File: src/rtl/hsv_to_rgb_pixel_defines.svh
// assertion macros for the hsv to rgb pixel pipeline
// used by hsv_to_rgb_pixel, expects clk and rst in scope
`ifndef HSV_TO_RGB_PIXEL_DEFINES_SVH
`define HSV_TO_RGB_PIXEL_DEFINES_SVH

// implication checked outside reset
`define H2R_ASSERT(label, ante, cons, msg) \
  label: assert property (@(posedge clk) disable iff (rst) (ante) |-> (cons)) \
    else $error(msg);

// implication checked on every edge, reset included
`define H2R_ASSERT_ALWAYS(label, ante, cons, msg) \
  label: assert property (@(posedge clk) (ante) |-> (cons)) \
    else $error(msg);

`endif

File: src/rtl/hsv2rgb_pkg.sv
// shared constants, sector codes, stage payload type and divide-by-255 helper
// no dependencies
package hsv2rgb_pkg;

  localparam int HUE_FRAC_BITS = 16;
  localparam int HUE_W = HUE_FRAC_BITS + 1;
  localparam int SCALE_W = HUE_FRAC_BITS + 8;

  localparam logic [HUE_FRAC_BITS:0] HUE_ONE = {1'b1, {HUE_FRAC_BITS{1'b0}}};
  localparam logic [SCALE_W-1:0] FULL_SCALE = {8'd255, {HUE_FRAC_BITS{1'b0}}};
  localparam logic [15:0] RECIP_255 = 16'd32897;

  localparam logic [2:0] SEC_RED     = 3'd0;
  localparam logic [2:0] SEC_YELLOW  = 3'd1;
  localparam logic [2:0] SEC_GREEN   = 3'd2;
  localparam logic [2:0] SEC_CYAN    = 3'd3;
  localparam logic [2:0] SEC_BLUE    = 3'd4;
  localparam logic [2:0] SEC_MAGENTA = 3'd5;

  typedef struct packed {
    logic [7:0]         v;
    logic [2:0]         sector;
    logic [7:0]         p;
    logic [SCALE_W-1:0] aq;
    logic [SCALE_W-1:0] at;
  } blend_t;

  // floor(m / 255), exact for any 16-bit m up to 65279, where the quotient fits 8 bits
  function automatic logic [7:0] div255(input logic [15:0] m);
    logic [31:0] prod;
    prod = 32'(m) * 32'(RECIP_255);
    return prod[30:23];
  endfunction

endpackage

File: src/rtl/hsv2rgb_front.sv
// first two pipeline stages: hue sector and fraction, p channel, q/t scale terms
// depends on hsv2rgb_pkg
module hsv2rgb_front import hsv2rgb_pkg::*; (
  input  logic                     clk,
  input  logic                     rst,
  input  logic                     in_valid,
  output logic                     in_ready,
  input  logic [7:0]               saturation,
  input  logic [7:0]               brightness,
  input  logic [HUE_FRAC_BITS-1:0] hue,
  output logic                     out_valid,
  input  logic                     out_ready,
  output blend_t                   out_data
);

  logic [HUE_FRAC_BITS+2:0] hue_x6;
  logic [15:0]              pm;

  logic                     s1_valid;
  logic                     s1_ready;
  logic [7:0]               s1_v;
  logic [7:0]               s1_sat;
  logic [2:0]               s1_sector;
  logic [HUE_FRAC_BITS-1:0] s1_f;
  logic [15:0]              s1_pm;

  logic                     s2_ready;
  logic [SCALE_W-1:0]       sat_f;
  logic [SCALE_W:0]         sat_nf;
  logic [SCALE_W:0]         at_full;
  blend_t                   s2_next;

  assign hue_x6 = {1'b0, hue, 2'b00} + {2'b00, hue, 1'b0};
  assign pm = 16'(brightness) * 16'(8'd255 - saturation);

  assign s2_ready = !out_valid || out_ready;
  assign s1_ready = !s1_valid || s2_ready;
  assign in_ready = s1_ready;

  always_ff @(posedge clk) begin
    if (rst) begin
      s1_valid <= 1'b0;
    end else if (s1_ready) begin
      s1_valid <= in_valid;
    end
  end

  always_ff @(posedge clk) begin
    if (s1_ready && in_valid) begin
      s1_v      <= brightness;
      s1_sat    <= saturation;
      s1_sector <= hue_x6[HUE_FRAC_BITS+2:HUE_FRAC_BITS];
      s1_f      <= hue_x6[HUE_FRAC_BITS-1:0];
      s1_pm     <= pm;
    end
  end

  // sat * f and sat * (one - f), subtracted from full scale
  assign sat_f   = SCALE_W'(s1_sat) * SCALE_W'(s1_f);
  assign sat_nf  = (SCALE_W+1)'(s1_sat) * (SCALE_W+1)'(HUE_ONE - {1'b0, s1_f});
  assign at_full = {1'b0, FULL_SCALE} - sat_nf;

  always_comb begin
    s2_next.v      = s1_v;
    s2_next.sector = s1_sector;
    s2_next.p      = div255(s1_pm);
    s2_next.aq     = FULL_SCALE - sat_f;
    s2_next.at     = at_full[SCALE_W-1:0];
  end

  always_ff @(posedge clk) begin
    if (rst) begin
      out_valid <= 1'b0;
    end else if (s2_ready) begin
      out_valid <= s1_valid;
    end
  end

  always_ff @(posedge clk) begin
    if (s2_ready && s1_valid) begin
      out_data <= s2_next;
    end
  end

endmodule

File: src/rtl/hsv2rgb_scale.sv
// last two pipeline stages: scale q and t by value, divide, permute into rgb
// depends on hsv2rgb_pkg
module hsv2rgb_scale import hsv2rgb_pkg::*; (
  input  logic       clk,
  input  logic       rst,
  input  logic       in_valid,
  output logic       in_ready,
  input  blend_t     in_data,
  output logic       out_valid,
  input  logic       out_ready,
  output logic [7:0] red,
  output logic [7:0] green,
  output logic [7:0] blue
);

  logic [SCALE_W+7:0] nq;
  logic [SCALE_W+7:0] nt;

  logic        s3_valid;
  logic        s3_ready;
  logic        s4_ready;
  logic [7:0]  s3_v;
  logic [7:0]  s3_p;
  logic [2:0]  s3_sector;
  logic [15:0] s3_mq;
  logic [15:0] s3_mt;

  logic [7:0]  q;
  logic [7:0]  t;
  logic [7:0]  red_next;
  logic [7:0]  green_next;
  logic [7:0]  blue_next;

  assign nq = (SCALE_W+8)'(in_data.v) * (SCALE_W+8)'(in_data.aq);
  assign nt = (SCALE_W+8)'(in_data.v) * (SCALE_W+8)'(in_data.at);

  assign s4_ready = !out_valid || out_ready;
  assign s3_ready = !s3_valid || s4_ready;
  assign in_ready = s3_ready;

  always_ff @(posedge clk) begin
    if (rst) begin
      s3_valid <= 1'b0;
    end else if (s3_ready) begin
      s3_valid <= in_valid;
    end
  end

  always_ff @(posedge clk) begin
    if (s3_ready && in_valid) begin
      s3_v      <= in_data.v;
      s3_p      <= in_data.p;
      s3_sector <= in_data.sector;
      s3_mq     <= nq[HUE_FRAC_BITS+15:HUE_FRAC_BITS];
      s3_mt     <= nt[HUE_FRAC_BITS+15:HUE_FRAC_BITS];
    end
  end

  assign q = div255(s3_mq);
  assign t = div255(s3_mt);

  always_comb begin
    case (s3_sector)
      SEC_YELLOW: begin
        red_next = q;    green_next = s3_v; blue_next = s3_p;
      end
      SEC_GREEN: begin
        red_next = s3_p; green_next = s3_v; blue_next = t;
      end
      SEC_CYAN: begin
        red_next = s3_p; green_next = q;    blue_next = s3_v;
      end
      SEC_BLUE: begin
        red_next = t;    green_next = s3_p; blue_next = s3_v;
      end
      SEC_MAGENTA: begin
        red_next = s3_v; green_next = s3_p; blue_next = q;
      end
      default: begin
        red_next = s3_v; green_next = t;    blue_next = s3_p;
      end
    endcase
  end

  always_ff @(posedge clk) begin
    if (rst) begin
      out_valid <= 1'b0;
    end else if (s4_ready) begin
      out_valid <= s3_valid;
    end
  end

  always_ff @(posedge clk) begin
    if (s4_ready && s3_valid) begin
      red   <= red_next;
      green <= green_next;
      blue  <= blue_next;
    end
  end

endmodule

File: src/rtl/hsv_to_rgb_pixel.sv
// Converts a stream of HSV pixels (saturation and value per pixel, hue from the
// cfg_data register in Q16, a full turn wrapping to zero) to 8-bit RGB. The
// pipeline has four register stages, and one request is taken every cycle while
// the output is not stalled; the depth is set by the two multiplier levels
// (saturation by hue fraction, then value by the scale term), the second followed
// by a reciprocal multiply for the divide by 255. Each stage stalls on its own,
// so bubbles close up and a stalled output does not block input while earlier
// stages have room.
// Write cfg_data only while no pixel is in flight.
// depends on hsv2rgb_pkg, hsv2rgb_front, hsv2rgb_scale, hsv_to_rgb_pixel_defines.svh
`include "hsv_to_rgb_pixel_defines.svh"

module hsv_to_rgb_pixel import hsv2rgb_pkg::*; (
  input  logic             clk,
  input  logic             rst,
  input  logic             cfg_write,
  input  logic [HUE_W-1:0] cfg_data,
  input  logic             in_valid,
  output logic             in_ready,
  input  logic [7:0]       saturation,
  input  logic [7:0]       brightness,
  output logic             out_valid,
  input  logic             out_ready,
  output logic [7:0]       red,
  output logic [7:0]       green,
  output logic [7:0]       blue
);

  logic [HUE_W-1:0] hue_fraction;
  logic             mid_valid;
  logic             mid_ready;
  blend_t           mid_data;

  always_ff @(posedge clk) begin
    if (rst) begin
      hue_fraction <= '0;
    end else if (cfg_write) begin
      hue_fraction <= cfg_data;
    end
  end

  hsv2rgb_front u_front (
    .clk        (clk),
    .rst        (rst),
    .in_valid   (in_valid),
    .in_ready   (in_ready),
    .saturation (saturation),
    .brightness (brightness),
    .hue        (hue_fraction[HUE_FRAC_BITS-1:0]),
    .out_valid  (mid_valid),
    .out_ready  (mid_ready),
    .out_data   (mid_data)
  );

  hsv2rgb_scale u_scale (
    .clk       (clk),
    .rst       (rst),
    .in_valid  (mid_valid),
    .in_ready  (mid_ready),
    .in_data   (mid_data),
    .out_valid (out_valid),
    .out_ready (out_ready),
    .red       (red),
    .green     (green),
    .blue      (blue)
  );

  `H2R_ASSERT(a_ready_when_drained, !out_valid, in_ready, "input stalled with empty output")
  `H2R_ASSERT(a_p_not_above_v, mid_valid, mid_data.p <= mid_data.v, "p channel exceeds value")
  `H2R_ASSERT(a_sector_range, mid_valid, mid_data.sector <= SEC_MAGENTA, "hue sector out of range")
  `H2R_ASSERT_ALWAYS(a_reset_flush, rst, ##1 (!out_valid && !mid_valid), "pipeline not flushed by reset")

endmodule

File: config.mk
export PLATFORM = sky130hd
export DESIGN_NAME = hsv_to_rgb_pixel
export DESIGN_NICKNAME = d
export VERILOG_FILES = /design/src/rtl/hsv2rgb_pkg.sv /design/src/rtl/hsv2rgb_front.sv /design/src/rtl/hsv2rgb_scale.sv /design/src/rtl/hsv_to_rgb_pixel.sv
export VERILOG_INCLUDE_DIRS = /design/src /design/src/rtl
export SDC_FILE = /design/constraint.sdc
export NUM_CORES = 2
export LEC_CHECK = 0
export BUFFER_PORTS_ARGS = -buffer_cell sky130_fd_sc_hd__buf_2
export CAP_MARGIN = 10
export CORE_AREA = 2 2 264 266
export DETAILED_ROUTE_END_ITERATION = 12
export DIE_AREA = 0 0 266 268
export SYNTH_ARGS = -nofsm -noshare
export SYNTH_HDL_FRONTEND = slang
export SYNTH_HIERARCHICAL = 1
export SYNTH_SLANG_ARGS = --single-unit
File: constraint.sdc
create_clock -name clk -period 10.9 [get_ports clk]
set_clock_uncertainty 0.2 [all_clocks]
set_input_delay 1.09 -clock clk [delete_from_list [all_inputs] [get_ports clk]]
set_output_delay 1.09 -clock clk [all_outputs]
set_load 0.02 [all_outputs]
==> flow_metrics.env <==
export IMPL_synth_area_mux_share_pct=0.575
export IMPL_drv_cap=0
export IMPL_ant_nets=0
export IMPL_outcome="finished, final reports clean"
export IMPL_stdcell_area_um2=35500
export IMPL_cts_sinks=209
export IMPL_clockRootBuffer="clkbuf_16"
export IMPL_critPathLaunchType="flop"
export IMPL_ioPinCount=64
export IMPL_hold_buffers=0
export IMPL_finalCritPeriodShare_pct=66.0
export IMPL_setup_tns_final_ns=0
export IMPL_drive_above_1_share_pct=4.67
export IMPL_drt_wl_total_mm=71.8
export IMPL_drt_vias_per_instance=5.35
export IMPL_drc=0
export IMPL_synth_edf_count=189
export IMPL_grt_antenna_before_repair=3
export IMPL_slew_headroom_pct=21.9
export IMPL_cts_buffer_depth=3
export IMPL_synth_xor_area_share_pct=3.13
export IMPL_ys_ff_latch=209
export IMPL_place_hpwl_mm=56.6
export IMPL_cp_required_ns=11.00
export IMPL_yosysUniqueCellTypes=85
export IMPL_slowest_delay_ns=0.66
export IMPL_rsz0062_at_grt="false"
export IMPL_seq_area_um2=6080
export IMPL_cp_cell_sequence="or4_4 -> nor3_1 -> xnor2_1 -> and2_1 -> fa_1 -> inv_1 -> fa_1 -> fa_1 -> fa_1 -> inv_1 -> fa_1 -> inv_1 -> ha_1 -> a21o_1 -> nor3_1 -> o21ai_0 -> a32o_1 -> o221a_2 -> o41ai_1 -> xnor2_1"
export IMPL_slew_violations=0
export IMPL_synthArstFlopShare_pct=0
export IMPL_synthAdderAreaFrac_pct=45.7
export IMPL_cp_slowest_cell="or4_4"
export IMPL_fmax_mhz=139
export IMPL_critPathArrivalTime_ns=7.29
export IMPL_gp_congestion=0.883
export IMPL_cts_inserted_buffers=27
export IMPL_synth_area_um2=33300
export IMPL_fp_dieH_um=268
export IMPL_synth_top_area_share_pct=28.0
export IMPL_cts_tree="built"
export IMPL_grt_pass1_wl_mm=122
export IMPL_layout_common_cells="inv_1, ha_1, fa_1, and2_1, nand2_1"
export IMPL_setup_viol=0
export IMPL_core_rowCount=96
export IMPL_final_common_cell="inv_1"
export IMPL_synthTopCellsByArea="fa_1, ha_1, edfxtp_1"
export IMPL_nets=4356
export IMPL_clk_pin_slew_ns=0.06
export IMPL_drt_iter0_drc=1234
export IMPL_avgSynthCellArea_um2=9.86
export IMPL_yosysWarnings=6
export IMPL_grt_pass1_vias=24500
export IMPL_post_cts_buffers=0
export IMPL_postLayoutCoreUtil_pct=52.0
export IMPL_core_um2=68200
export IMPL_synth_simple_gate_area_share_pct=17.1
export IMPL_worstMarginPinSlew_ns=1.17
export IMPL_path_max_fanout=13
export IMPL_fillers=6172
export IMPL_die_area_um2=71300
export IMPL_hp_class="reg -> reg"
export IMPL_hold_violations=0
export IMPL_grt_max_degree=65
export IMPL_die_w_um=266
export IMPL_grtUsageTotal_pct=20.8
export IMPL_vias=22900
export IMPL_first_pass_iters=8
export IMPL_period_minus_slack_ns=7.19
export IMPL_cts_resized=0
export IMPL_portBuffers=62
export IMPL_ys_flop_type="edfxtp_1"
export IMPL_placed_area_um2=34400
export IMPL_clock_latency_ns=0.56
export IMPL_post_drt_wl_per_cell_um=16.8
export IMPL_synth_top_family_by_area="adder cells"
export IMPL_endpoint_kind="flop"
export IMPL_start_util_pct=48.8
export IMPL_syn_inst=3373
export IMPL_crit_top_cell="fa_1"
export IMPL_synth_compound_area_share_pct=7.73
export IMPL_grt_overflow=0
export IMPL_synth_largest_area_cell="fa_1"
export IMPL_htreeDepth=1
export IMPL_synth_seq_area_share_pct=18.3
export IMPL_critPathKind="reg -> reg"
export IMPL_syn2layout_area_growth_pct=6.58
export IMPL_multi_input_area_um2=24700
state kept, by name, indices dropped and copies added, names as in the netlist:
| register | count |
|---|---|
| u_scale/s3_mq | 16 |
| hue_fraction | 16 |
| u_front/s1_f | 15 |
| u_scale/s3_valid | 1 |
| u_scale/green | 8 |
| u_front/out_valid | 1 |
| u_scale/blue | 8 |
| u_front/s1_sat | 8 |
| u_front/s1_valid | 1 |
| u_front/out_data | 64 |
| u_front/s1_sector | 3 |
| u_scale/s3_v | 8 |
| u_front/s1_pm | 16 |
| u_scale/s3_sector | 3 |
| u_scale/out_valid | 1 |
| u_front/s1_v | 8 |
| u_scale/s3_p | 8 |
| u_scale/s3_mt | 16 |
| u_scale/red | 8 |
Yosys cell counts (all sizes together) (12+ instances only):
master	number
inv	556
ha	471
fa	465
and2	435
nand2	264
edfxtp	189
nor2	108
a21oi	96
clkbuf	90
xnor2	77
o21ai	71
nor2b	55
a21o	52
nand2b	47
xor2	41
nor3	38
nand3	37
dfxtp	20
o21a	20
mux2i	18
a211oi	15
and3	15
a31oi	14
buf	12
o211ai	12
per-layer routing:
metal	GRT usage (%)	up-vias	wire length, µm
met5	0	-	0
met4	4.45	0	1290
met3	2.71	89	3330
met2	36.2	445	34600
met1	27.9	11400	32600
li1	-	11000	-
path summary, 6_finish.rpt:
| kind | from | to | slack, ns | depth (start not counted) |
|---|---|---|---|---|
| setup / recovery | u_front/s1_f[7] | u_front/out_data[22] | 3.71 | 20 |
| hold / removal | u_front/out_data[51] | u_scale/s3_p[3] | 0.22 | 0 |
| setup reg to reg | u_front/s1_f[7] | u_front/out_data[22] | 3.71 | 20 |
| hold reg to reg | u_front/out_data[51] | u_scale/s3_p[3] | 0.22 | 0 |
stage by stage:
stage / worst slack (ns) / cells / hold WS (ns)
floorplan: 4.48 / 3374 / 0.200
global placement: 3.79 / 4234 / 0.202
detailed placement: 3.73 / 4234 / 0.205
CTS: 3.70 / 4283 / 0.216
global route: 3.32 / 4284 / 0.226
finish: 3.71 / 4285 / 0.216
critical path: cells and delay by family, from the launching register on:
family | cells | cell delay (ns)
adder cells (fa/ha/maj) | 6 | 2.91
AND/OR/NAND/NOR | 4 | 1.35
AO/OA/AOI/OAI | 5 | 1.33
flip-flops | 1 | 0.60
XOR/XNOR | 2 | 0.40
buffers and inverters | 3 | 0.14
logic make-up after synthesis:
logic type,Yosys count
buffers and inverters,658
AO/OA/AOI/OAI,377
AND/OR/NAND/NOR,1055
multiplexers,19
XOR/XNOR,118
adder cells (fa/ha/maj),936
flip-flops,209
other,1
cell type report:
type	count	share of cell area [%]
Multi-Input combinational cell	2507	69.7
Sequential cell	209	17.1
Inverter	556	5.88
Tap cell	882	3.11
Clock buffer	28	1.94
Timing Repair Buffer	81	1.31
Clock inverter	21	0.956
Antenna cell	1	0.00706
Power is left out: the tool's default activity adds up to more than one toggle a clock period on the data nets, which glitch-free logic cannot reach.
